--- src/sv/jetp_pkg.sv ---
// Shared types and constants of the Julia-set escape-time pixel engine.
// Holds the payload structs, the register map and the fixed-point widths.
// Used by every module of the block; depends on nothing.
package jetp_pkg;

	localparam int COLUMN_BITS    = 8;
	localparam int ROW_BITS       = 7;
	localparam int FRACTION_BITS  = 12;
	localparam int MAX_ITERATIONS = 4;
	localparam int PALETTE_LENGTH = 140;

	localparam int VALUE_W = 16;
	localparam int PITCH_W = 15;
	localparam int COUNT_W = 3;
	localparam int SLOT_W  = 8;
	localparam int INDEX_W = 3;

	// A start point is at most 16 + 14 + 23 bits of magnitude summed, which fits 25 bits signed.
	localparam int Z_W    = 25;
	localparam int PROD_W = 2 * Z_W;

	localparam logic signed [VALUE_W-1:0] VIEW_LEFT_RESET      = -16'sd2048;
	localparam logic signed [VALUE_W-1:0] VIEW_TOP_RESET       = -16'sd2048;
	localparam logic        [PITCH_W-1:0] PITCH_X_RESET        = 15'd51;
	localparam logic        [PITCH_W-1:0] PITCH_Y_RESET        = 15'd197;
	localparam logic signed [VALUE_W-1:0] ANIM_LOW_RESET       = 16'sd1638;
	localparam logic signed [VALUE_W-1:0] ANIM_HIGH_RESET      = 16'sd4096;
	localparam logic        [PITCH_W-1:0] ANIM_INCREMENT_RESET = 15'd41;
	localparam logic signed [VALUE_W-1:0] ANIM_VALUE_RESET     = 16'sd1638;

	typedef enum logic [INDEX_W-1:0] {
		REG_VIEW_LEFT      = 3'd0,
		REG_VIEW_TOP       = 3'd1,
		REG_PITCH_X        = 3'd2,
		REG_PITCH_Y        = 3'd3,
		REG_ANIM_LOW       = 3'd4,
		REG_ANIM_HIGH      = 3'd5,
		REG_ANIM_INCREMENT = 3'd6
	} cfg_reg_t;

	typedef struct packed {
		logic [COLUMN_BITS-1:0] column;
		logic [ROW_BITS-1:0]    row;
		logic                   end_of_frame;
	} pixel_req_t;

	typedef struct packed {
		logic [COLUMN_BITS-1:0] pixel_column;
		logic [ROW_BITS-1:0]    pixel_row;
		logic [COUNT_W-1:0]     escape_count;
		logic [SLOT_W-1:0]      colour_slot;
	} pixel_res_t;

	typedef struct packed {
		logic signed [VALUE_W-1:0] view_left;
		logic signed [VALUE_W-1:0] view_top;
		logic        [PITCH_W-1:0] pitch_x;
		logic        [PITCH_W-1:0] pitch_y;
	} view_cfg_t;

	typedef struct packed {
		logic signed [VALUE_W-1:0] anim_low;
		logic signed [VALUE_W-1:0] anim_high;
		logic        [PITCH_W-1:0] anim_increment;
	} anim_cfg_t;

	typedef struct packed {
		logic [COLUMN_BITS-1:0]    column;
		logic [ROW_BITS-1:0]       row;
		logic signed [Z_W-1:0]     re;
		logic signed [Z_W-1:0]     im;
		logic signed [VALUE_W-1:0] c;
		logic                      done;
		logic [COUNT_W-1:0]        count;
		logic [SLOT_W-1:0]         slot;
	} jetp_item_t;

endpackage

--- src/sv/jetp_cell.sv ---
// One iteration cell: squares z, tests for escape and forms z*z + c.
// Two stages: products, then escape test and update; passes items on.
// Depends on jetp_pkg.
module jetp_cell #(
	parameter int INDEX = 0
) (
	input  logic                 clk,
	input  logic                 arst_n,
	input  logic                 valid_up,
	input  jetp_pkg::jetp_item_t item_up,
	output logic                 stall_up,
	output logic                 valid_dn,
	output jetp_pkg::jetp_item_t item_dn,
	input  logic                 stall_dn
);
	import jetp_pkg::*;

	localparam int STEP_COUNT = (INDEX == 0) ? 1 : INDEX;
	localparam logic [COUNT_W-1:0] EXIT_COUNT = COUNT_W'(STEP_COUNT);
	localparam logic [SLOT_W-1:0]  EXIT_SLOT  = SLOT_W'(PALETTE_LENGTH % STEP_COUNT);
	localparam logic signed [PROD_W:0] LIMIT = (PROD_W + 1)'(4) <<< (2 * FRACTION_BITS);

	logic                       valid_s1;
	logic                       valid_s2;
	jetp_item_t                 item_s1;
	jetp_item_t                 item_s2;
	logic signed [PROD_W-1:0]   sq_re_s1;
	logic signed [PROD_W-1:0]   sq_im_s1;
	logic signed [PROD_W-1:0]   cross_s1;
	logic                       load_s1;
	logic                       load_s2;
	logic signed [Z_W-1:0]      re_up;
	logic signed [Z_W-1:0]      im_up;
	logic signed [VALUE_W-1:0]  c_s1;
	logic signed [PROD_W:0]     mag;
	logic signed [PROD_W:0]     diff;
	logic signed [PROD_W-1:0]   cross_shift;
	logic signed [PROD_W:0]     diff_shift;
	logic                       escape;
	jetp_item_t                 item_next;

	assign load_s2  = !valid_s2 || !stall_dn;
	assign load_s1  = !valid_s1 || load_s2;
	assign stall_up = !load_s1;

	assign re_up = item_up.re;
	assign im_up = item_up.im;
	assign c_s1  = item_s1.c;

	always_ff @(posedge clk or negedge arst_n) begin
		if (!arst_n) begin
			valid_s1 <= 1'b0;
			valid_s2 <= 1'b0;
		end else begin
			if (load_s1) begin
				valid_s1 <= valid_up;
			end
			if (load_s2) begin
				valid_s2 <= valid_s1;
			end
		end
	end

	always_ff @(posedge clk) begin
		if (load_s1) begin
			item_s1  <= item_up;
			sq_re_s1 <= re_up * re_up;
			sq_im_s1 <= im_up * im_up;
			cross_s1 <= re_up * im_up;
		end
	end

	assign mag         = (PROD_W + 1)'(sq_re_s1) + (PROD_W + 1)'(sq_im_s1);
	assign diff        = (PROD_W + 1)'(sq_re_s1) - (PROD_W + 1)'(sq_im_s1);
	assign diff_shift  = diff >>> FRACTION_BITS;
	assign cross_shift = cross_s1 >>> (FRACTION_BITS - 1);
	assign escape      = mag >= LIMIT;

	always_comb begin
		item_next = item_s1;
		if (!item_s1.done) begin
			if (escape) begin
				item_next.done  = 1'b1;
				item_next.count = EXIT_COUNT;
				item_next.slot  = EXIT_SLOT;
			end else begin
				item_next.re = Z_W'(diff_shift) + Z_W'(c_s1);
				item_next.im = Z_W'(cross_shift) + Z_W'(c_s1);
			end
		end
	end

	always_ff @(posedge clk) begin
		if (load_s2) begin
			item_s2 <= item_next;
		end
	end

	assign valid_dn = valid_s2;
	assign item_dn  = item_s2;

	finished_item_kept: assert property (@(posedge clk) disable iff (!arst_n)
		(load_s2 && valid_s1 && item_s1.done) |=> (item_s2 == $past(item_s1)))
		else $error("An escaped item was altered by a later cell.");

endmodule

--- config.mk ---
export PLATFORM = sky130hd
export DESIGN_NAME = jetp_cell
export DESIGN_NICKNAME = d
export VERILOG_FILES = /design/src/sv/jetp_pkg.sv /design/src/sv/jetp_cell.sv
export SDC_FILE = /design/constraint.sdc
export NUM_CORES = 2
export LEC_CHECK = 0
export BUFFER_PORTS_ARGS = -buffer_cell sky130_fd_sc_hd__clkbuf_2
export CAP_MARGIN = 20
export CORE_MARGIN = 2
export CORE_UTILIZATION = 40
export CTS_BUF_LIST = sky130_fd_sc_hd__clkbuf_8
export CTS_CLUSTER_DIAMETER = 60
export DETAILED_ROUTE_END_ITERATION = 8
export GPL_TIMING_DRIVEN = 0
export RECOVER_POWER = 50
export SLEW_MARGIN = 20
export SYNTH_ARGS = -nofsm -noshare
export SYNTH_HDL_FRONTEND = slang
export SYNTH_SLANG_ARGS = --single-unit
--- constraint.sdc ---
create_clock -name clk -period 7.4 [get_ports clk]
set_clock_uncertainty 0.15 [all_clocks]
set_input_delay 1.11 -clock clk [delete_from_list [all_inputs] [get_ports clk]]
set_output_delay 1.11 -clock clk [all_outputs]
set_load 0.03 [all_outputs]
==> flow_metrics.py <==
metrics = {
    "critical_path": {
        "crit_arrival_ns": 8.48,
        "r2r_end": "item_dn[74]",
        "crit_fanout": 10,
        "rrSetupSlack_ns": 0.34,
        "reg2reg_depth": 22,
        "critPathCapture": "cross_s1[33]",
        "critPathLaunch": "item_up[68]",
        "crit_type": "input pin to flip-flop",
        "r2r_start": "sq_re_s1[8]",
        "cp-start-kind": "input pin",
        "required_ns": 7.77,
        "critPathCaptureType": "flip-flop",
    },
    "timing": {
        "rsz0062_at_grt": "yes",
        "setup_slack_ns": -0.708,
        "fin_crit_ns": 8.11,
        "max_freq_ghz": 0.123,
        "worstMarginPinSlew_ns": 2.97,
        "finalSetupViolCount": 45,
        "post-route-period-util_pct": 110,
        "hold_viol": 0,
        "relSlewSlack_pct": -98.2,
        "slew_viol_final": 229,
    },
    "detailed_routing": {
        "drtAntennaViolNets": 0,
        "drc": 3,
        "wirelength_mm": 256,
        "via_per_inst": 5.26,
        "wire_per_inst_um": 24.7,
        "dr.pass1.iters": 9,
        "vias": 54600,
        "drt-initial-drc-count": 4734,
    },
    "global_routing": {
        "grt_max_degree": 52,
        "grt.total_usage_pct": 28.0,
        "grt_pass1_vias": 58900,
        "grt_first_pass_wirelength_mm": 377,
        "antenna_found_initial": 23,
        "overflow": 0,
    },
    "run_status": {
        "violations": "DRC, capacitance limit, slew limit, setup timing",
        "status": "finished with violations",
    },
    "layout": {
        "nFillCells": 16800,
        "postLayoutCellArea_um2": 86900,
        "final_cell_mix": "inv_1, fa_1, nand2_1",
        "final_layout_size_suffix_gt1_share_pct": 15.4,
        "final_nets": 10300,
        "finalNonFillerCells": 10400,
        "regArea_um2": 9270,
        "multi_input_area_um2": 57500,
        "layout_commonest_cell": "inv_1",
        "area_growth_syn_to_layout_pct": 18.8,
    },
    "cts": {
        "cts_buffers": 54,
        "root_buffer": "clkbuf_8",
        "clockBufferDepth": 3,
        "clk_latency_ns": 0.75,
        "cts_max_level": 2,
        "clk_pin_slew_ns": 0.07,
        "clock_sinks": 309,
        "tritoncts": "yes",
    },
    "min_path": {
        "hold_depth": 0,
        "hold_path.class": "flip-flop to flip-flop",
    },
    "die": {
        "dieHeight_um": 432,
        "initial_core_util_pct": 40.4,
        "io_pins": 192,
        "rows": 156,
        "core_um2": 181000,
        "fp.dieW_um": 432,
        "die-area_um2": 186000,
    },
    "placement": {
        "dp_cells": 9933,
        "numPortBuffers": 191,
        "placed_cell_area_um2": 78800,
        "gp_congestion": 0.975,
        "dp_hpwl_mm": 203,
    },
    "logic_synthesis": {
        "syn_inst": 7366,
        "syn-num-nets": 9708,
        "synth_seq_cells": 309,
        "syn_area_um2": 73200,
        "ys_types": 88,
        "ys_warn_count": 0,
        "synth_edf_count": 307,
        "synth_top_flop_cell": "edfxtp_1",
        "yosysSeqAreaShare_pct": 12.7,
        "async_flop_share_pct": 0.647,
        "avgSynthCellArea_um2": 9.93,
    },
    "run": {
        "maxCapViolations": 5,
    },
}
## critical path, cell delays in order
cell	delay, ns
clkbuf_16	0.13
clkbuf_1	0.60
buf_8	0.26
and2_1	0.17
fa_1	0.46
fa_1	0.60
fa_1	0.45
fa_1	0.51
inv_1	0.05
fa_1	0.46
fa_1	0.50
inv_1	0.05
fa_1	0.49
ha_4	0.30
nand4_1	0.13
or2_4	0.29
a31o_4	0.27
a2111oi_4	0.27
buf_4	0.21
nor4_4	0.06
buf_4	0.15
or3b_4	0.40
a21boi_4	0.19
nor3_2	0.06
nor3_2	0.28
## cell type report
class	instances	area share, %
antenna	16	0.0461
buffer	255	4.66
clock buffer	54	0.855
clock inverter	43	0.279
inverter	1964	8.58
multi-input combinational	4824	66.2
sequential	309	10.7
tap	2370	3.41
timing repair buffer	530	5.31
## cell usage after synthesis (all sizes together), types with 30 or more instances
master	n	area, um2
xnor2	194	1700
nand2b	42	263
a21o	88	661
and2	394	2460
edfxtp	307	9220
fa	1683	33700
a31oi	30	188
mux2	51	574
nand3	43	220
nor2b	77	489
clkbuf	255	958
xor2	73	639
o21ai	87	439
ha	562	7030
a21oi	165	837
nor2	219	822
nand2	775	2910
inv	1959	7350
nor3	44	220
## per-layer routing
metal	GRT usage, %	up-vias	wire length, um
met1	34.9	28200	95200
met4	17.0	14	19400
met5	0.390	-	299
li1	-	23100	-
met2	41.7	2609	111000
met3	9.79	621	29900
## sequential cells by signal, summed over array words and instances (netlist names)
signal / cells
valid_dn: 1
sq_re_s1: 48
sq_im_s1: 48
cross_s1: 25
item_s1: 62
valid_s1: 1
item_next: 15
item_dn: 93
c_s1: 16
## what timing repair did
action                                  CTS  global route
hold buffers                              1             0
gates cloned                              3             0
pin swaps                               136           184
resized for setup                       693           346
endpoints found under the hold margin     2             0
endpoints found under the setup margin   88            54
buffers inserted                        196           144
## logic make-up after synthesis
family / synth area share, %
fa+ha+maj: 55.7
buf+inv: 11.5
simple gates: 11.0
compound gates: 5.09
flops: 12.7
xor+xnor: 3.20
mux: 0.881
## worst min-delay path by stage
stage | start | endpoint | slack, ns
floorplan | item_next[78] | item_dn[78] | 0.25
global placement | item_next[87] | item_dn[87] | 0.25
detailed placement | item_next[92] | item_dn[92] | 0.26
CTS | item_next[92] | item_dn[92] | 0.27
global route | item_next[92] | item_dn[92] | 0.28
finish | item_next[80] | item_dn[80] | 0.27
## metrics by stage
stage / hold WS, ns / TNS, ns / worst slack (ns) / utilization (%)
2_1_floorplan: 0.250 / -6.31 / -0.739 / -
3_3_place_gp: 0.251 / -265.00 / -2.90 / 43.4
3_5_place_dp: 0.255 / -173.49 / -2.95 / 43.5
4_1_cts: 0.268 / -7.62 / -0.550 / 46.8
5_1_grt: 0.276 / -20.32 / -0.858 / 47.9
6_report: 0.268 / -14.15 / -0.708 / 47.9
Power is left out: the tool's default activity adds up to more than one toggle a clock period on the data nets, which glitch-free logic cannot reach.
