[src/sv/jetp_pkg.sv]
// Shared types and constants of the Julia-set escape-time pixel engine.
// Holds the payload structs, the register map and the fixed-point widths.
// Used by every module of the block; depends on nothing.
package jetp_pkg;

	localparam int COLUMN_BITS    = 8;
	localparam int ROW_BITS       = 7;
	localparam int FRACTION_BITS  = 12;
	localparam int MAX_ITERATIONS = 4;
	localparam int PALETTE_LENGTH = 140;

	localparam int VALUE_W = 16;
	localparam int PITCH_W = 15;
	localparam int COUNT_W = 3;
	localparam int SLOT_W  = 8;
	localparam int INDEX_W = 3;

	// A start point is at most 16 + 14 + 23 bits of magnitude summed, which fits 25 bits signed.
	localparam int Z_W    = 25;
	localparam int PROD_W = 2 * Z_W;

	localparam logic signed [VALUE_W-1:0] VIEW_LEFT_RESET      = -16'sd2048;
	localparam logic signed [VALUE_W-1:0] VIEW_TOP_RESET       = -16'sd2048;
	localparam logic        [PITCH_W-1:0] PITCH_X_RESET        = 15'd51;
	localparam logic        [PITCH_W-1:0] PITCH_Y_RESET        = 15'd197;
	localparam logic signed [VALUE_W-1:0] ANIM_LOW_RESET       = 16'sd1638;
	localparam logic signed [VALUE_W-1:0] ANIM_HIGH_RESET      = 16'sd4096;
	localparam logic        [PITCH_W-1:0] ANIM_INCREMENT_RESET = 15'd41;
	localparam logic signed [VALUE_W-1:0] ANIM_VALUE_RESET     = 16'sd1638;

	typedef enum logic [INDEX_W-1:0] {
		REG_VIEW_LEFT      = 3'd0,
		REG_VIEW_TOP       = 3'd1,
		REG_PITCH_X        = 3'd2,
		REG_PITCH_Y        = 3'd3,
		REG_ANIM_LOW       = 3'd4,
		REG_ANIM_HIGH      = 3'd5,
		REG_ANIM_INCREMENT = 3'd6
	} cfg_reg_t;

	typedef struct packed {
		logic [COLUMN_BITS-1:0] column;
		logic [ROW_BITS-1:0]    row;
		logic                   end_of_frame;
	} pixel_req_t;

	typedef struct packed {
		logic [COLUMN_BITS-1:0] pixel_column;
		logic [ROW_BITS-1:0]    pixel_row;
		logic [COUNT_W-1:0]     escape_count;
		logic [SLOT_W-1:0]      colour_slot;
	} pixel_res_t;

	typedef struct packed {
		logic signed [VALUE_W-1:0] view_left;
		logic signed [VALUE_W-1:0] view_top;
		logic        [PITCH_W-1:0] pitch_x;
		logic        [PITCH_W-1:0] pitch_y;
	} view_cfg_t;

	typedef struct packed {
		logic signed [VALUE_W-1:0] anim_low;
		logic signed [VALUE_W-1:0] anim_high;
		logic        [PITCH_W-1:0] anim_increment;
	} anim_cfg_t;

	typedef struct packed {
		logic [COLUMN_BITS-1:0]    column;
		logic [ROW_BITS-1:0]       row;
		logic signed [Z_W-1:0]     re;
		logic signed [Z_W-1:0]     im;
		logic signed [VALUE_W-1:0] c;
		logic                      done;
		logic [COUNT_W-1:0]        count;
		logic [SLOT_W-1:0]         slot;
	} jetp_item_t;

endpackage

[src/sv/jetp_anim.sv]
// Animated constant of the Julia iteration, stepped once per frame.
// Ping-pongs between the low and high turning points with saturation.
// Depends on jetp_pkg.
module jetp_anim (
	input  logic                               clk,
	input  logic                               arst_n,
	input  logic                               frame_step,
	input  jetp_pkg::anim_cfg_t                cfg,
	output logic signed [jetp_pkg::VALUE_W-1:0] value
);
	import jetp_pkg::*;

	localparam int SUM_W = VALUE_W + 2;
	localparam logic signed [SUM_W-1:0] VALUE_MAX = SUM_W'((1 << (VALUE_W - 1)) - 1);
	localparam logic signed [SUM_W-1:0] VALUE_MIN = SUM_W'(-(1 << (VALUE_W - 1)));

	logic signed [VALUE_W-1:0] value_q;
	logic                      rising_q;
	logic                      rising_next;
	logic signed [VALUE_W-1:0] low_v;
	logic signed [VALUE_W-1:0] high_v;
	logic signed [SUM_W-1:0]   base;
	logic signed [SUM_W-1:0]   inc_ext;
	logic signed [SUM_W-1:0]   sum;
	logic signed [VALUE_W-1:0] value_next;

	assign low_v   = cfg.anim_low;
	assign high_v  = cfg.anim_high;
	assign base    = SUM_W'(value_q);
	assign inc_ext = SUM_W'(cfg.anim_increment);

	always_comb begin
		rising_next = rising_q;
		if (value_q >= high_v) begin
			rising_next = 1'b0;
		end
		if (value_q <= low_v) begin
			rising_next = 1'b1;
		end
		sum = rising_next ? (base + inc_ext) : (base - inc_ext);
		if (sum > VALUE_MAX) begin
			value_next = VALUE_W'(VALUE_MAX);
		end else if (sum < VALUE_MIN) begin
			value_next = VALUE_W'(VALUE_MIN);
		end else begin
			value_next = VALUE_W'(sum);
		end
	end

	always_ff @(posedge clk or negedge arst_n) begin
		if (!arst_n) begin
			value_q  <= ANIM_VALUE_RESET;
			rising_q <= 1'b0;
		end else if (frame_step) begin
			value_q  <= value_next;
			rising_q <= rising_next;
		end
	end

	assign value = value_q;

	hold_between_frames: assert property (@(posedge clk) disable iff (!arst_n)
		!frame_step |=> $stable(value_q))
		else $error("Animated constant changed without a frame step.");

	turn_at_low: assert property (@(posedge clk) disable iff (!arst_n)
		(frame_step && (value_q <= low_v)) |=> rising_q)
		else $error("Animated constant did not turn upward at the low point.");

endmodule

[config.mk]
export PLATFORM = sky130hd
export DESIGN_NAME = jetp_anim
export DESIGN_NICKNAME = d
export VERILOG_FILES = /design/src/sv/jetp_pkg.sv /design/src/sv/jetp_anim.sv
export SDC_FILE = /design/constraint.sdc
export NUM_CORES = 1
export LEC_CHECK = 0
export ABC_AREA = 0
export BUFFER_PORTS_ARGS = -buffer_cell sky130_fd_sc_hd__buf_4
export CAP_MARGIN = 20
export CORE_MARGIN = 4
export CORE_UTILIZATION = 43
export DETAILED_ROUTE_END_ITERATION = 6
export GPL_TIMING_DRIVEN = 0
export PLACE_DENSITY = 0.66
export SYNTH_ARGS = -nofsm -noshare
export SYNTH_HDL_FRONTEND = slang
export SYNTH_SLANG_ARGS = --single-unit
[constraint.sdc]
create_clock -name clk -period 7 [get_ports clk]
set_clock_uncertainty 0.2 [all_clocks]
set_input_delay 0.7 -clock clk [delete_from_list [all_inputs] [get_ports clk]]
set_output_delay 0.7 -clock clk [all_outputs]
set_load 0.01 [all_outputs]
==> results of run 1 <==
==> worst max-delay path, cell delays in order <==
cell and delay (ns):
buf_4 0.07, inv_1 0.03, ha_1 0.30, nand3_1 0.13, or4_1 0.61, a21oi_1 0.21, nor4_1 0.10, o221ai_2 0.33
nand3_2 0.24, buf_2 0.27, nor2_1 0.13, xor2_1 0.17, ha_1 0.29, nor2b_1 0.16, o31ai_1 0.32, a31oi_1 0.21
o2111a_1 0.32, or3_4 0.39, and4_4 0.24, nor3_4 0.40, o311ai_2 0.16
==> cell families (layout without fill, tap and decap cells) <==
| group | Yosys count | after routing | synth area share, % |
|---|---|---|---|
| simple gates | 106 | 106 | 19.2 |
| compound gates | 96 | 96 | 25.8 |
| fa+ha+maj | 51 | 51 | 23.1 |
| buf+inv | 50 | 118 | 7.04 |
| xor+xnor | 28 | 28 | 8.79 |
| flops | 17 | 17 | 15.5 |
| mux | 1 | 1 | 0.404 |
==> cell usage in the layout, fill, tap and decap left out, types with 4 or more instances in the layout <==
cell type and instances:
a21oi_1 34, and2_1 4, buf_4 64, clkbuf_1 4, dfrtp_1 11, dfstp_2 6
ha_1 50, inv_1 44, nand2_1 29, nand2b_1 6, nand3_1 9, nand4_1 5
nor2_1 25, nor2b_1 4, nor3_1 9, nor4_1 4, o211ai_1 7, o21ai_0 12
o311ai_2 8, xnor2_1 9, xor2_1 19
==> layout make-up <==
class	instances	area share (%)
Sequential cell	17	12.7
Clock buffer	3	1.21
Multi-Input combinational cell	282	63.3
Timing Repair Buffer	64	14.1
Inverter	44	4.84
Clock inverter	1	0.147
Tap cell	77	2.82
Buffer	6	0.917
==> final timing paths <==
kind | start | to | slack [ns] | cells after the start
worst max-delay path | cfg[29] | value[11]$_DFFE_PN0P_ | 1.09 | 21
worst min-delay path | arst_n | value[7]$_DFFE_PN0P_ | 0.09 | 1
worst max register to register | value[14]$_DFFE_PN0P_ | value[11]$_DFFE_PN0P_ | 1.13 | 19
worst min register to register | rising_q$_DFFE_PN0P_ | rising_q$_DFFE_PN0P_ | 0.36 | 2
max in group asynchronous | arst_n | value[1]$_DFFE_PN1P_ | 6.26 | 1
min in group clk | rising_q$_DFFE_PN0P_ | rising_q$_DFFE_PN0P_ | 0.36 | 2
==> layer usage <==
layer | vias to the layer above | share of wire, % | global-route usage [%] | wire length [microns]
met5 | - | 0 | 0 | 0
met4 | 0 | 0.85 | 3.71 | 61
met3 | 5 | 5.7 | 1.21 | 413
met2 | 66 | 48 | 34.1 | 3440
met1 | 1201 | 46 | 24.6 | 3270
li1 | 1400 | - | - | -
==> registers in the layout, summed over array words and instances (netlist names) <==
signal    cells
rising_q      1
value        16
==> through the flow <==
step	hold WS (ns)	cell area [sq um]	utilization, %	setup slack (ns)	cells
3_5_place_dp	0.350	3370	53.3	0.839	490
5_1_grt	0.106	3410	54.0	0.792	494
2_1_floorplan	0.204	2790	-	1.74	349
3_3_place_gp	0.338	3370	53.3	0.875	490
6_report	0.0941	3410	54.0	1.09	494
4_1_cts	0.0997	3410	54.0	1.08	494
==> out/metrics.yaml, run 1 <==
run_status:
  status: "completed"
cells_and_area:
  regArea_sq_um: 433
  areaGrowthSynthToFinish_pct: 22.3
  nNetsFinal: 519
  n_antenna_cell: 0
  layout-drive-gt1-share_pct: 23.3
  multiInputGateArea_sq_um: 2160
  n_fill_cell: 625
sta:
  period_share_pct: 84.4
  rsz0062_at_grt: "false"
  hold_viol: 0
  fmax_ghz: 0.169
  fin_tns_setup_ns: 0
  drv_slew: 0
  setup_viol: 0
  worst_pin_slew_ns: 0.963
  max-slew-margin-rel_pct: 35.2
  fin_crit_ns: 5.91
flow_run:
  drv_cap: 0
logic_synthesis:
  synth_seq_area_share_pct: 15.5
  synth_most_common_cell: "ha_1"
  syn_nets: 450
  synth.distinct_cells: 55
  synth_top_area_cell: "ha_1"
  syn_area_sq_um: 2790
  syn_inst: 349
  synthTopCellsByCount: "ha_1 (50), inv_1 (44), a21oi_1 (34)"
  ys_seq_elements: 17
  yosysWarnings: 0
  yosysTopAreaCellShare_pct: 22.4
  synth_edf_count: 0
  synth_area_leaders: "ha_1 (22%), dfrtp_1 (9.9%), a21oi_1 (6.1%)"
  avgSynthCellArea_sq_um: 7.99
  synthArstFlopShare_pct: 100
  synthFlopType: "dfrtp_1"
routing:
  first_iter_violations: 74
  first_pass_iters: 4
  routed_wirelength_mm: 7.19
  drc: 0
  vias: 2672
  post_drt_wl_per_cell_microns: 14.5
  antenna_left: 0
  drt-vias-per-instance: 5.41
worst_hold_path:
  worstHoldPathType: "input pin to async pin"
die:
  die_w_microns: 88.5
  initial_core_util_pct: 44.2
  dieArea_sq_um: 7840
  io_pins: 66
  rows: 29
  coreArea_sq_um: 6310
  die_h_microns: 88.5
clock_network:
  postCtsHoldBufs: 0
  clockBufferDepth: 2
  clk_latency_ns: 0.25
  numCtsBuffers: 3
  clk_root_buffer_cell: "clkbuf_8"
  path_clk_slew_ns: 0.06
  cts_resized: 0
  tritoncts: "yes"
  postCtsSetupBuffers: 0
  h-tree-depth: 1
  clock_sinks: 17
global_route:
  grt_pass1_wl_mm: 11.6
  grt_max_degree: 18
  grt_overflow: 0
  grt_use_total_pct: 18.8
  grt_pass1_vias: 2480
  antenna_found_initial: 0
placed_design:
  finalWeightedCongestion: 0.822
  port_buffers: 64
  hpwlAfterDp_mm: 6.35
worst_setup_path:
  end_kind: "register"
  critPathLaunchType: "input pin"
  required_ns: 6.91
  worstSetupPathType: "input pin to register"
  worstPathArrival_ns: 5.81
  crit_fanout: 10
Power of run 1 is left out: the tool's default activity adds up to more than one toggle a clock period on the data nets, which glitch-free logic cannot reach.
==> run 2, diff against run 1 <==
ABC_AREA = 1   (was 0)
clock period = 5.6 ns   (was 7 ns; I/O delays follow)
==> out/metrics.yaml, run 2 <==
global_route:
  grt_pass1_vias: 2510
  grt_max_degree: 18
  grt_overflow: 0
  antenna_found_initial: 0
  grt_pass1_wl_mm: 10.4
  grt_use_total_pct: 16.3
placed_design:
  finalWeightedCongestion: 0.870
  hpwlAfterDp_mm: 5.59
  port_buffers: 65
clock_network:
  numCtsBuffers: 3
  tritoncts: "yes"
  postCtsHoldBufs: 1
  h-tree-depth: 1
  clock_sinks: 17
  clockBufferDepth: 2
  cts_resized: 0
  clk_latency_ns: 0.24
  path_clk_slew_ns: 0.06
  postCtsSetupBuffers: 0
  clk_root_buffer_cell: "clkbuf_8"
worst_setup_path:
  worstPathArrival_ns: 4.46
  crit_fanout: 10
  required_ns: 5.54
  worstSetupPathType: "register to register"
  cpMostUsedCell: "nand2_1"
  slowest_stage: "dfrtp_1"
  end_kind: "register"
  critPathLaunchType: "register"
  slowest_delay_ns: 0.50
  worstRegToRegCells: 28
cells_and_area:
  final_common_cell: "nand2_1"
  largest_register_ff_count: 16
  nNetsFinal: 606
  n_antenna_cell: 0
  layout-drive-gt1-share_pct: 18.8
  final_cell_mix: "nand2_1 (138), inv_1 (78), buf_4 (65)"
  areaGrowthSynthToFinish_pct: 22.7
routing:
  routed_wirelength_mm: 6.21
  drc: 0
  antenna_left: 0
  vias: 2670
  first_pass_iters: 4
  post_drt_wl_per_cell_microns: 10.7
  first_iter_violations: 56
  drt-vias-per-instance: 4.60
logic_synthesis:
  synth.area.mux_share_pct: 0
  yosysTopAreaCellShare_pct: 22.2
  synthFlopType: "dfrtp_1"
  synth_top_family_by_area: "simple AND/OR/NAND/NOR gates"
  yosysWarnings: 0
  synth_edf_count: 0
  synthTopCellsByCount: "nand2_1 (138), inv_1 (78), ha_1 (50)"
  syn_nets: 535
  synth.distinct_cells: 32
  synth-simple-area-share_pct: 31.6
  synthXorXnorAreaFrac_pct: 8.64
  synthArstFlopShare_pct: 100
  synth_compound_area_share_pct: 9.49
  synth_most_common_cell: "nand2_1"
  synth_area_leaders: "ha_1 (22%), nand2_1 (18%), inv_1 (10%)"
  ys_seq_elements: 17
  syn_area_sq_um: 2820
  avgSynthCellArea_sq_um: 6.50
  synth_top_area_cell: "ha_1"
  syn_inst: 434
  yosys.area_share.adder_pct: 22.9
  synth_seq_area_share_pct: 15.3
sta:
  worst_pin_slew_ns: 0.446
  whs_ns: 0.318
  drv_slew: 0
  setup_viol: 0
  rsz0062_at_grt: "false"
  hold_viol: 0
  period_share_pct: 80.8
  fin_tns_setup_ns: 0
  fmax_ghz: 0.221
  max-slew-margin-rel_pct: 70.3
  fin_crit_ns: 4.52
worst_hold_path:
  worstHoldPathType: "register to register"
  whs_path_depth: 2
flow_run:
  drv_cap: 0
die:
  initial_core_util_pct: 44.5
  rows: 29
  dieArea_sq_um: 7920
  coreArea_sq_um: 6350
  die_w_microns: 89.0
  die_h_microns: 89.0
  io_pins: 66
run_status:
  status: "completed"
[run 2: cell count changes after synthesis, moves of 7 or more]
cell	delta
nand2_1	+109
inv_1	+34
nand3_1	+8
o311ai_2	-8
o211ai_1	-7
[run 2: logic make-up after synthesis]
kind of cell | count (synthesis)
buffers and inverters | 86
adder cells (fa/ha/maj) | 51
flip-flops | 17
XOR/XNOR | 27
AO/OA/AOI/OAI | 46
AND/OR/NAND/NOR | 207
[run 2: layout make-up]
cell class	instances	area, sq um
clock buffers	4	45.0
inverters	81	304
multi-input cells	331	2050
fillers	645	2890
plain buffers	5	36.3
flip-flops and latches	17	433
repair buffers	66	498
well taps	77	96.3
[run 2: final timing paths]
path | startpoint | to | slack (ns)
worst min register to register | value[1]$_DFFE_PN1P_ | value[1]$_DFFE_PN1P_ | 0.32
max in group asynchronous | arst_n | value[10]$_DFFE_PN1P_ | 4.45
worst max-delay path | value[15]$_DFFE_PN0P_ | value[0]$_DFFE_PN0P_ | 1.08
worst min-delay path | value[1]$_DFFE_PN1P_ | value[1]$_DFFE_PN1P_ | 0.32
worst max register to register | value[15]$_DFFE_PN0P_ | value[0]$_DFFE_PN0P_ | 1.08
min in group asynchronous | arst_n | value[0]$_DFFE_PN0P_ | 0.51
[run 2: worst max-delay path: cells and delay by family, from the launching register on]
family,cells,cell delay [ns]
AND/OR/NAND/NOR,17,1.64
buffers and inverters,3,0.45
adder cells (fa/ha/maj),2,0.73
XOR/XNOR,1,0.13
AO/OA/AOI/OAI,5,0.75
flip-flops,1,0.50
[run 2: metal layers]
layer | track usage, % | up-vias | wire length, microns
met5 | 0 | - | 0
met4 | 5.01 | 0 | 85
met3 | 1.29 | 7 | 328
met2 | 28.9 | 48 | 2810
met1 | 20.9 | 1107 | 2990
li1 | - | 1508 | -
[run 2: stage by stage]
step                      util, %  setup WS, ns  instances  cell area (sq um)
after floorplan                 -          1.55        434               2820
after global placement       53.7         0.954        576               3410
after detailed placement     53.7         0.899        576               3410
after CTS                    54.5          1.02        581               3460
after global routing         54.5         0.575        581               3460
final                        54.5          1.08        581               3460
Power of run 2 is left out for the same reason.
