==> src/sv/jetp_pkg.sv <==
// Shared types and constants of the Julia-set escape-time pixel engine.
// Holds the payload structs, the register map and the fixed-point widths.
// Used by every module of the block; depends on nothing.
package jetp_pkg;

	localparam int COLUMN_BITS    = 8;
	localparam int ROW_BITS       = 7;
	localparam int FRACTION_BITS  = 12;
	localparam int MAX_ITERATIONS = 4;
	localparam int PALETTE_LENGTH = 140;

	localparam int VALUE_W = 16;
	localparam int PITCH_W = 15;
	localparam int COUNT_W = 3;
	localparam int SLOT_W  = 8;
	localparam int INDEX_W = 3;

	// A start point is at most 16 + 14 + 23 bits of magnitude summed, which fits 25 bits signed.
	localparam int Z_W    = 25;
	localparam int PROD_W = 2 * Z_W;

	localparam logic signed [VALUE_W-1:0] VIEW_LEFT_RESET      = -16'sd2048;
	localparam logic signed [VALUE_W-1:0] VIEW_TOP_RESET       = -16'sd2048;
	localparam logic        [PITCH_W-1:0] PITCH_X_RESET        = 15'd51;
	localparam logic        [PITCH_W-1:0] PITCH_Y_RESET        = 15'd197;
	localparam logic signed [VALUE_W-1:0] ANIM_LOW_RESET       = 16'sd1638;
	localparam logic signed [VALUE_W-1:0] ANIM_HIGH_RESET      = 16'sd4096;
	localparam logic        [PITCH_W-1:0] ANIM_INCREMENT_RESET = 15'd41;
	localparam logic signed [VALUE_W-1:0] ANIM_VALUE_RESET     = 16'sd1638;

	typedef enum logic [INDEX_W-1:0] {
		REG_VIEW_LEFT      = 3'd0,
		REG_VIEW_TOP       = 3'd1,
		REG_PITCH_X        = 3'd2,
		REG_PITCH_Y        = 3'd3,
		REG_ANIM_LOW       = 3'd4,
		REG_ANIM_HIGH      = 3'd5,
		REG_ANIM_INCREMENT = 3'd6
	} cfg_reg_t;

	typedef struct packed {
		logic [COLUMN_BITS-1:0] column;
		logic [ROW_BITS-1:0]    row;
		logic                   end_of_frame;
	} pixel_req_t;

	typedef struct packed {
		logic [COLUMN_BITS-1:0] pixel_column;
		logic [ROW_BITS-1:0]    pixel_row;
		logic [COUNT_W-1:0]     escape_count;
		logic [SLOT_W-1:0]      colour_slot;
	} pixel_res_t;

	typedef struct packed {
		logic signed [VALUE_W-1:0] view_left;
		logic signed [VALUE_W-1:0] view_top;
		logic        [PITCH_W-1:0] pitch_x;
		logic        [PITCH_W-1:0] pitch_y;
	} view_cfg_t;

	typedef struct packed {
		logic signed [VALUE_W-1:0] anim_low;
		logic signed [VALUE_W-1:0] anim_high;
		logic        [PITCH_W-1:0] anim_increment;
	} anim_cfg_t;

	typedef struct packed {
		logic [COLUMN_BITS-1:0]    column;
		logic [ROW_BITS-1:0]       row;
		logic signed [Z_W-1:0]     re;
		logic signed [Z_W-1:0]     im;
		logic signed [VALUE_W-1:0] c;
		logic                      done;
		logic [COUNT_W-1:0]        count;
		logic [SLOT_W-1:0]         slot;
	} jetp_item_t;

endpackage

==> src/sv/jetp_map.sv <==
// Maps a pixel's column and row to its start point in the complex plane.
// Latches the animated constant with the pixel and feeds the cell chain.
// Depends on jetp_pkg.
module jetp_map (
	input  logic                               clk,
	input  logic                               arst_n,
	input  jetp_pkg::view_cfg_t                view,
	input  logic signed [jetp_pkg::VALUE_W-1:0] anim_value,
	input  logic                               valid_up,
	input  jetp_pkg::pixel_req_t               pixel,
	output logic                               stall_up,
	output logic                               valid_dn,
	output jetp_pkg::jetp_item_t               item_dn,
	input  logic                               stall_dn
);
	import jetp_pkg::*;

	localparam int COL_PROD_W = COLUMN_BITS + PITCH_W;
	localparam int ROW_PROD_W = ROW_BITS + PITCH_W;

	logic                     valid_s1;
	jetp_item_t               item_s1;
	logic                     load_s1;
	logic [COL_PROD_W-1:0]    col_prod;
	logic [ROW_PROD_W-1:0]    row_prod;
	logic signed [Z_W-1:0]    re_start;
	logic signed [Z_W-1:0]    im_start;

	assign load_s1  = !valid_s1 || !stall_dn;
	assign stall_up = !load_s1;

	assign col_prod = COL_PROD_W'(pixel.column) * COL_PROD_W'(view.pitch_x);
	assign row_prod = ROW_PROD_W'(pixel.row) * ROW_PROD_W'(view.pitch_y);
	assign re_start = Z_W'(view.view_left) + Z_W'(view.pitch_x >> 1) + Z_W'(col_prod);
	assign im_start = Z_W'(view.view_top) + Z_W'(view.pitch_y >> 1) + Z_W'(row_prod);

	always_ff @(posedge clk or negedge arst_n) begin
		if (!arst_n) begin
			valid_s1 <= 1'b0;
		end else if (load_s1) begin
			valid_s1 <= valid_up;
		end
	end

	always_ff @(posedge clk) begin
		if (load_s1) begin
			item_s1.column <= pixel.column;
			item_s1.row    <= pixel.row;
			item_s1.re     <= re_start;
			item_s1.im     <= im_start;
			item_s1.c      <= anim_value;
			item_s1.done   <= 1'b0;
			item_s1.count  <= '0;
			item_s1.slot   <= '0;
		end
	end

	assign valid_dn = valid_s1;
	assign item_dn  = item_s1;

endmodule

==> config.mk <==
export PLATFORM = sky130hd
export DESIGN_NAME = jetp_map
export DESIGN_NICKNAME = d
export VERILOG_FILES = /design/src/sv/jetp_pkg.sv /design/src/sv/jetp_map.sv
export SDC_FILE = /design/constraint.sdc
export NUM_CORES = 1
export LEC_CHECK = 0
export CORE_ASPECT_RATIO = 1.25
export CORE_UTILIZATION = 57
export CTS_CLUSTER_SIZE = 8
export DETAILED_ROUTE_END_ITERATION = 8
export DONT_BUFFER_PORTS = 1
export GPL_TIMING_DRIVEN = 0
export PLACE_DENSITY_LB_ADDON = 0.3
export SLEW_MARGIN = 20
export SYNTH_ARGS = -nofsm -noshare
export SYNTH_HDL_FRONTEND = slang
export SYNTH_SLANG_ARGS = --single-unit
==> constraint.sdc <==
create_clock -name clk -period 2.9 [get_ports clk]
set_clock_uncertainty 0.05 [all_clocks]
set_input_delay 0.58 -clock clk [delete_from_list [all_inputs] [get_ports clk]]
set_output_delay 0.58 -clock clk [all_outputs]
set_load 0.05 [all_outputs]
==> results_dict.tcl, run 1 <==
set metrics [dict create \
    synth_top_family_by_area "adder cells" \
    antenna_left 0 \
    die_width_um 137.9 \
    yosysUniqueCellTypes 73 \
    antenna_found_initial 0 \
    ys_seq_elements 81 \
    gp_congestion 0.8822 \
    row_count 61 \
    status "complete, but fails checks" \
    clock_path_buffers 2 \
    ys_seq_area_share_pct 18.44 \
    wl_per_cell_um 18.63 \
    holdWs_ns 0.2573 \
    grtUsageTotal_pct 27.30 \
    netlist.area_leader.share_pct 26.16 \
    syn_area_per_cell_um2 9.536 \
    dpl.hpwl_um 24670 \
    dpl_cell_area_um2 14330 \
    maxSlewViolCount 0 \
    worst_pin_slew_ns 0.5771 \
    period_needed_ns 6.355 \
    drt_iter0_drc 386 \
    num_vias 10010 \
    synth-compound-area-share_pct 12.24 \
    violations "setup timing" \
    grt_setup_unrepaired "yes" \
    vias_per_cell 5.721 \
    finalSetupViolCount 43 \
    drive_gt1_share_pct 23.94 \
    cts_sinks 81 \
    cts_tree "yes" \
    clock.fmax_ghz 0.1574 \
    cp.required_ns 2.96 \
    cts.htree.levels 3 \
    fin_util_pct 72.09 \
    first_pass_iters 5 \
    synth_xor_area_share_pct 3.727 \
    die_h_um 171.9 \
    yosys_warnings 0 \
    ios 193 \
    dieArea_um2 23700 \
    maxCapViolCount 0 \
    synth_top_cell_by_area "fa_1" \
    synth-adder-area-share_pct 39.95 \
    synth_ff_type "edfxtp_1" \
    arrival_ns 6.41 \
    start_util_pct 58.65 \
    start_kind "primary input" \
    muxShareOfSynthArea_pct 0.2377 \
    worst_setup_hold_path_clk_slew_ns 0.08 \
    crit_top_cell "fa_1" \
    relSlewSlack_pct 61.61 \
    slowest_stage "fa_1" \
    antenna_cells 0 \
    grt_pass1_wl_um 49560 \
    final_area_um2 16180 \
    synthCells 1380 \
    numCtsBuffers 9 \
    synthSimpleGateAreaFrac_pct 16.75 \
    syn_to_final_growth_pct 22.91 \
    clk_latency_ns 0.35 \
    root_buffer "clkbuf_16" \
    gr-total-overflow 0 \
    crit_type "in -> reg" \
    max_stage_delay_ns 0.52 \
    drt_wl_total_um 32580 \
    portBuffers 0 \
    nNetsFinal 1876 \
    synth-edff-count 80 \
    cp_max_fo 10 \
    synthArstFlopShare_pct 1.235 \
    fin_ws_ns -3.455 \
    worst-path-buf-inv 5 \
    synth_area_leaders "fa_1 26%, edfxtp_1 18%, ha_1 14%, and2_1 8.4%, inv_1 7.2%" \
    final_common_cell "inv_1" \
    worstHoldPathType "in -> reg" \
    drc 0 \
    finalCritPeriodShare_pct 219.1 \
    core_um2 22440 \
    grt_pass1_vias 10290 \
    mostFrequentLayoutCells "232 x inv_1, 165 x fa_1, 154 x and2_1, 90 x ha_1, 80 x edfxtp_1" \
    cp-end-kind "register" \
    hold_viol_final 0 \
    grt_max_degree 53 \
    synthesis.area_um2 13160 \
    crit_family "adder cells" \
]
## layer usage
metal  track usage (%)  routed length, um  vias to the layer above
li1                  -                  -                     4659
met1             29.98              12060                     5019
met2             51.78              17940                      269
met3             4.720               1687                       59
met4             9.594                901                        0
met5                 0                  0                        -
## state kept, by name (all words and copies together) (netlist names)
register / flops
item_dn: 80
valid_dn: 1
## layout make-up
type	count	area (um2)
sequential	81	2427
buffer	31	396.6
multi-input combinational	1021	11120
clock buffer	9	225.2
tap	283	354.1
inverter	254	953.4
timing repair buffer	63	564.3
fill	1612	6264
clock inverter	7	132.6
## metrics by stage
| step | worst slack, ns | setup TNS (ns) | instances |
|---|---|---|---|
| 2_1_floorplan | -3.489 | -109.87 | 1391 |
| 3_3_place_gp | -3.997 | -125.65 | 1674 |
| 3_5_place_dp | -4.088 | -127.03 | 1675 |
| 4_1_cts | -3.522 | -106.40 | 1736 |
| 5_1_grt | -3.613 | -115.07 | 1749 |
| 6_report | -3.455 | -107.52 | 1749 |
## Yosys cell counts, drive strengths merged (3+ instances only)
library cell / n
a2111oi: 4
a211oi: 8
a21boi: 4
a21o: 28
a21oi: 58
a221oi: 4
a22oi: 3
a31oi: 9
and2: 177
and3: 9
buf: 14
clkbuf: 21
edfxtp: 80
fa: 172
ha: 145
inv: 254
nand2: 88
nand2b: 14
nand3: 17
nand4: 7
nor2: 43
nor2b: 14
nor3: 16
nor3b: 3
nor4: 3
o211ai: 8
o21a: 17
o21ai: 41
o21bai: 10
o311a: 3
o311ai: 5
o31a: 3
o31ai: 4
or2: 5
or3: 7
xnor2: 38
xor2: 18
## kinds of logic after synthesis
kind of cell / Yosys count
flip-flops: 81
AO/OA/AOI/OAI: 225
buffers and inverters: 289
AND/OR/NAND/NOR: 408
XOR/XNOR: 56
multiplexers: 3
other: 1
adder cells (fa/ha/maj): 317
## path summary, 6_finish.rpt
kind                           start           to  slack (ns)  cells after the start
max in group asynchronous     arst_n     valid_dn        2.31                      1
min in group asynchronous     arst_n     valid_dn        0.39                      1
setup reg to reg            valid_dn  item_dn[47]        1.10                      2
hold / removal             pixel[15]  item_dn[92]        0.26                      0
hold reg to reg             valid_dn     valid_dn        1.14                      2
setup / recovery           pixel[13]  item_dn[73]       -3.46                     25
## repair_timing
action	4_1_cts	5_1_grt
pin swaps	97	68
gates resized for setup	129	76
endpoints found under the setup margin	43	44
endpoints found under the hold margin	1	0
hold buffers	1	0
gates cloned	0	0
setup buffers	49	15
Power of run 1 is not shown: default switching activity piles up to over one toggle a cycle in this logic, so the estimate is an artifact.
==> run 2: changes to the inputs <==
Settings changed: ABC_AREA from default to 1, CORE_UTILIZATION 57 to 30, CTS_BUF_LIST from default to sky130_fd_sc_hd__clkbuf_8.
==> run 2 against run 1 <==
- the run still ends with setup timing left
- synthesized area is 13% higher
- first-iteration DRC count up 41%
- critical path depth is 2 higher
- sequential cell count is the same
- clock-buffer cell count stayed put
- non-clock buffer count grew 49
- final area increased by 26%
- register-to-register slack worse by 0.25 ns
- routed wire length increased by 39%
- sequential share of layout area shrank 3.1 points
- core utilization decreased by 30 points
==> results_dict.tcl, run 2 <==
set metrics [dict create \
    gr-total-overflow 0 \
    relSlewSlack_pct 51.22 \
    root_buffer "clkbuf_8" \
    fin_ws_ns -2.331 \
    synth_area_leaders "fa_1 23%, nand2_1 18%, edfxtp_1 16%, inv_1 16%, ha_1 12%" \
    syn_area_per_cell_um2 6.972 \
    synth_common_cells "712 x nand2_1, 626 x inv_1, 172 x fa_1, 145 x ha_1" \
    cp_max_fo 5 \
    numCtsBuffers 9 \
    grt_pass1_vias 13730 \
    yosysUniqueCellTypes 30 \
    min_to "item_dn[84]" \
    synth_xor_area_share_pct 2.409 \
    drt_wl_total_um 45250 \
    start_kind "primary input" \
    synthCells 2138 \
    vias_per_cell 4.491 \
    start_util_pct 30.64 \
    grt_setup_unrepaired "yes" \
    dieArea_um2 50590 \
    mostFrequentLayoutCells "514 x inv_1, 504 x nand2_1, 161 x fa_1, 152 x nand2_2, 106 x inv_2" \
    synth-compound-area-share_pct 2.325 \
    drc 0 \
    yosys_warnings 0 \
    finalSetupViolCount 43 \
    largest_register_ffs 80 \
    ff2ff_path_depth 3 \
    drt_iter0_drc 543 \
    synthArstFlopShare_pct 1.235 \
    worstHoldPathType "in -> reg" \
    final_common_cell "inv_1" \
    nNetsFinal 2665 \
    synthSimpleGateAreaFrac_pct 26.11 \
    fin_util_pct 41.88 \
    ios 193 \
    grt_max_degree 42 \
    first_pass_iters 5 \
    synth_top_cell_by_area "fa_1" \
    core_um2 48650 \
    cp-end-kind "register" \
    maxCapViolCount 0 \
    die_h_um 251.2 \
    num_vias 13020 \
    cp.required_ns 3.04 \
    crit_top_cell "inv_2" \
    dpl.hpwl_um 35280 \
    drive_gt1_share_pct 34.37 \
    gp_congestion 0.8911 \
    crit_type "in -> reg" \
    antenna_cells 0 \
    syn_to_final_growth_pct 36.67 \
    grt_pass1_wl_um 71230 \
    arrival_ns 5.37 \
    synth_top_family_by_area "adder cells" \
    clock_path_buffers 2 \
    ys_seq_elements 81 \
    die_width_um 201.4 \
    clock.fmax_ghz 0.1912 \
    yosysMostFrequentCell "nand2_1" \
    timing.rr.end "valid_dn" \
    min_path_cells 0 \
    netlist.area_leader.share_pct 23.10 \
    muxShareOfSynthArea_pct 0 \
    cts_sinks 81 \
    cts.htree.levels 3 \
    synth_ff_type "edfxtp_1" \
    synth-edff-count 80 \
    status "complete, but fails checks" \
    rr_startpoint "valid_dn" \
    maxSlewViolCount 0 \
    row_count 90 \
    slowest_stage "fa_2" \
    r2r_setup_slack_ns 0.85 \
    finalCritPeriodShare_pct 180.4 \
    wl_per_cell_um 15.61 \
    grtUsageTotal_pct 18.11 \
    ys_seq_area_share_pct 16.28 \
    synth-adder-area-share_pct 35.27 \
    cts_tree "yes" \
    antenna_left 0 \
    hold_viol_final 0 \
    hold_start "pixel[7]" \
    period_needed_ns 5.231 \
    worst_pin_slew_ns 0.7317 \
    worst_setup_hold_path_clk_slew_ns 0.15 \
    synthesis.area_um2 14910 \
    violations "setup timing" \
    max_stage_delay_ns 0.58 \
    portBuffers 0 \
    clk_latency_ns 0.42 \
    antenna_found_initial 1 \
]
[run 2: cell types whose count changed after synthesis, sizes merged, moves of 28 or more]
cell / delta
nand2: +646
nor2: +54
o21ai: -34
nand3: +68
a21o: -28
inv: +377
and2: -173
[run 2: worst max path at each step]
| stage | startpoint | endpoint | slack (ns) | depth (start not counted) |
|---|---|---|---|---|
| after floorplan | view[17] | item_dn[72] | -2.41 | 25 |
| after global routing | view[26] | item_dn[76] | -2.52 | 29 |
| after global placement | view[27] | item_dn[74] | -3.10 | 24 |
| final | view[3] | item_dn[41] | -2.33 | 27 |
| after detailed placement | view[27] | item_dn[74] | -3.08 | 24 |
| after CTS | view[5] | item_dn[46] | -2.27 | 26 |
[run 2: cells by family (layout without fill, tap and decap cells)]
| kind of cell | after synthesis | count (layout) |
|---|---|---|
| flip-flops | 81 | 81 |
| AND/OR/NAND/NOR | 948 | 949 |
| other | 1 | 12 |
| buffers and inverters | 685 | 790 |
| XOR/XNOR | 41 | 41 |
| AO/OA/AOI/OAI | 65 | 65 |
| adder cells (fa/ha/maj) | 317 | 317 |
[run 2: critical path: cells and delay by family]
| family | cells | cell delay [ns] |
|---|---|---|
| XOR/XNOR | 2 | 0.35 |
| AND/OR/NAND/NOR | 9 | 0.62 |
| AO/OA/AOI/OAI | 1 | 0.14 |
| buffers and inverters | 8 | 0.55 |
| adder cells (fa/ha/maj) | 7 | 3.15 |
[run 2: per-layer routing]
layer	share of wire, %	routed length, um	track usage [%]	vias up
li1	-	-	-	6380
met1	36	16420	18.54	6281
met2	56	25380	36.08	268
met3	4.1	1861	3.370	87
met5	0.024	11	0	-
met4	3.5	1574	6.169	2
[run 2: area by class of cell]
type | instances | area [um2]
Inverter | 631 | 2397
Buffer | 54 | 823.3
Fill cell | 4877 | 28280
Multi-Input combinational cell | 1384 | 12900
Timing Repair Buffer | 89 | 780.7
Clock inverter | 7 | 107.6
Clock buffer | 9 | 123.9
Sequential cell | 81 | 2427
Tap cell | 644 | 805.8
[run 2: what timing repair did]
| item | 4_1_cts | 5_1_grt |
|---|---|---|
| endpoints found under the hold margin | 1 | 0 |
| endpoints found under the setup margin | 44 | 43 |
| gates cloned | 2 | 0 |
| pin swaps | 164 | 226 |
| hold buffers | 1 | 0 |
| buffers inserted | 51 | 39 |
| gates resized for setup | 259 | 301 |
[run 2: stage by stage]
step	instance area (um2)	hold WS, ns	std cells	setup TNS [ns]	worst slack [ns]
global route	20370	0.1071	2899	-91.16	-2.517
detailed placement	17300	0.2344	2793	-108.77	-3.079
floorplan	16480	0.2344	2149	-89.14	-2.412
CTS	19040	0.09323	2863	-81.32	-2.269
finish	20370	0.1488	2899	-85.21	-2.331
global placement	17290	0.2344	2793	-109.68	-3.100
Power of run 2 is left out for the same reason.
==> run 3: changes to the inputs <==
Settings changed: REMOVE_ABC_BUFFERS from default to 1.
==> run 3 against run 2 <==
- the flow still finishes with violations (setup timing)
- routed wire length is 10% lower
- first-iteration DRC count is 26% lower
- maximum frequency is 1.5% higher
- global-route usage is 2.0 points lower
- core utilization is 3.1 points lower
- worst hold slack better by 0.078 ns
- cell count is 2.8% lower
- via count is 3.3% lower
- clock-buffer cell count stayed put
- final area is 7.5% lower
- register-to-register slack worse by 0.03 ns
- setup slack better by 0.078 ns
==> results_dict.tcl, run 3 (synthesis gave the netlist of run 2 again) <==
set metrics [dict create \
    status "complete, but fails checks" \
    violations "setup timing" \
    num_vias 12590 \
    maxCapViolCount 0 \
    cp.required_ns 3.00 \
    start_kind "primary input" \
    final_area_um2 18850 \
    portBuffers 0 \
    crit_type "in -> reg" \
    wl_met2_um 22190 \
    hold_start "anim_value[1]" \
    hold_viol_final 0 \
    start_util_pct 30.64 \
    antenna_cells 0 \
    dp_cells 2740 \
    grtUsageTotal_pct 16.11 \
    final_cells 2817 \
    dpl_cell_area_um2 15540 \
    crit_top_cell "fa_1" \
    grt_setup_unrepaired "yes" \
    dieArea_um2 50590 \
    fin_setup_tns_ns -78.49 \
    first_pass_iters 5 \
    finalSetupViolCount 43 \
    r2r_setup_slack_ns 0.82 \
    die_width_um 201.4 \
    drive_gt1_share_pct 26.83 \
    core_um2 48650 \
    gr-total-overflow 0 \
    nNetsFinal 2583 \
    gp_congestion 0.8820 \
    arrival_ns 5.25 \
    antenna_found_initial 5 \
    path_cells "nand2_8 -> fa_1 -> fa_1 -> inv_1 -> fa_1 -> inv_1 -> fa_1 -> inv_2 -> ha_4 -> nand2_4 -> nor2_4 -> nand3_2 -> nand3_4 -> xor2_2 -> fa_1 -> ha_4 -> nand2_4 -> nor2_4 -> nand2_2 -> nor2_1 -> nand2_1 -> nand4_1 -> nand2_2" \
    wl_met1_um 15630 \
    ios 193 \
    worstHoldPathType "in -> reg" \
    cp_max_fo 9 \
    vias_per_cell 4.470 \
    syn_to_final_growth_pct 26.44 \
    crit_family "adder cells" \
    die_h_um 251.2 \
    cts_sinks 81 \
    fillers 4964 \
    wl_met3_um 1935 \
    largest_register_ffs 80 \
    mostFrequentLayoutCells "555 x nand2_1, 553 x inv_1, 169 x fa_1, 128 x nand2_2" \
    fin_ws_ns -2.253 \
    grt_max_degree 46 \
    dpl.hpwl_um 32360 \
    drc 0 \
    relSlewSlack_pct 40.12 \
    clock.fmax_ghz 0.1940 \
    finalCritPeriodShare_pct 177.7 \
    row_count 90 \
    worst_pin_slew_ns 0.9001 \
    cts_tree "yes" \
    numCtsBuffers 9 \
    drt_iter0_drc 403 \
    final_common_cell "nand2_1" \
    wl_per_cell_um 14.43 \
    min_to "item_dn[13]" \
    drt_wl_total_um 40660 \
    rr_startpoint "valid_dn" \
    timing.rr.end "valid_dn" \
    antenna_left 0 \
    grt_pass1_wl_um 65360 \
    worst-path-buf-inv 3 \
    clk_latency_ns 0.38 \
    maxSlewViolCount 0 \
    slowest_stage "fa_1" \
    clock_path_buffers 2 \
    top_layer "met5" \
    root_buffer "clkbuf_8" \
    worst_setup_hold_path_clk_slew_ns 0.10 \
    min_path_cells 0 \
    period_needed_ns 5.153 \
    grt_pass1_vias 13280 \
    cts.htree.levels 3 \
    cp-end-kind "register" \
    dp_slack_ns -3.104 \
    ff2ff_path_depth 4 \
    max_stage_delay_ns 0.55 \
]
[run 3: cell types whose count changed in the layout (fill, tap and decap cells not counted), sizes merged]
cell | previous run | this run
buf | 106 | 61
bufinv | 2 | 1
clkbuf | 45 | 9
clkinvlp | 2 | 1
inv | 634 | 636
nand2 | 735 | 734
[run 3: layer usage]
metal  global-route usage, %  up-vias
met2                   31.91      231
li1                        -     6214
met5                       0        -
met4                   4.199       10
met1                   16.79     6078
met3                   3.526       60
[run 3: worst max path at each step]
stage | startpoint | endpoint | slack, ns | cells past startpoint
6_report | view[18] | item_dn[77] | -2.25 | 23
5_1_grt | view[16] | item_dn[77] | -2.43 | 23
4_1_cts | view[18] | item_dn[75] | -2.20 | 26
3_5_place_dp | view[20] | item_dn[75] | -3.10 | 24
3_3_place_gp | view[8] | item_dn[49] | -3.08 | 25
2_1_floorplan | pixel[7] | item_dn[44] | -2.66 | 25
[run 3: layout make-up]
class	instances	area (um2)	area share (%)
Tap cell	644	805.8	4.275
Clock buffer	9	123.9	0.6572
Timing Repair Buffer	62	518.0	2.748
Clock inverter	7	83.83	0.4448
Sequential cell	81	2429	12.89
Inverter	631	2384	12.65
Multi-Input combinational cell	1383	12500	66.34
[run 3: stage by stage]
step	utilization, %	hold WS (ns)
after detailed placement	31.94	0.2344
after global routing	38.74	0.1929
after global placement	31.86	0.2344
final	38.74	0.2269
after floorplan	-	0.2344
after CTS	36.46	0.2008
[run 3: worst register-to-register path, delay by kind of cell, from the launching register on]
kind	cells	cell delay (ns)
flops	1	0.53
buf+inv	2	0.60
simple gates	2	0.79
[run 3: what timing repair did]
action / 4_1_cts / 5_1_grt
resized for setup: 383 / 235
hold buffers: 1 / 0
buffers inserted: 31 / 29
endpoints found under the setup margin: 44 / 43
hold endpoints to repair: 1 / 0
pin swaps: 154 / 182
Power of run 3 is left out for the same reason.
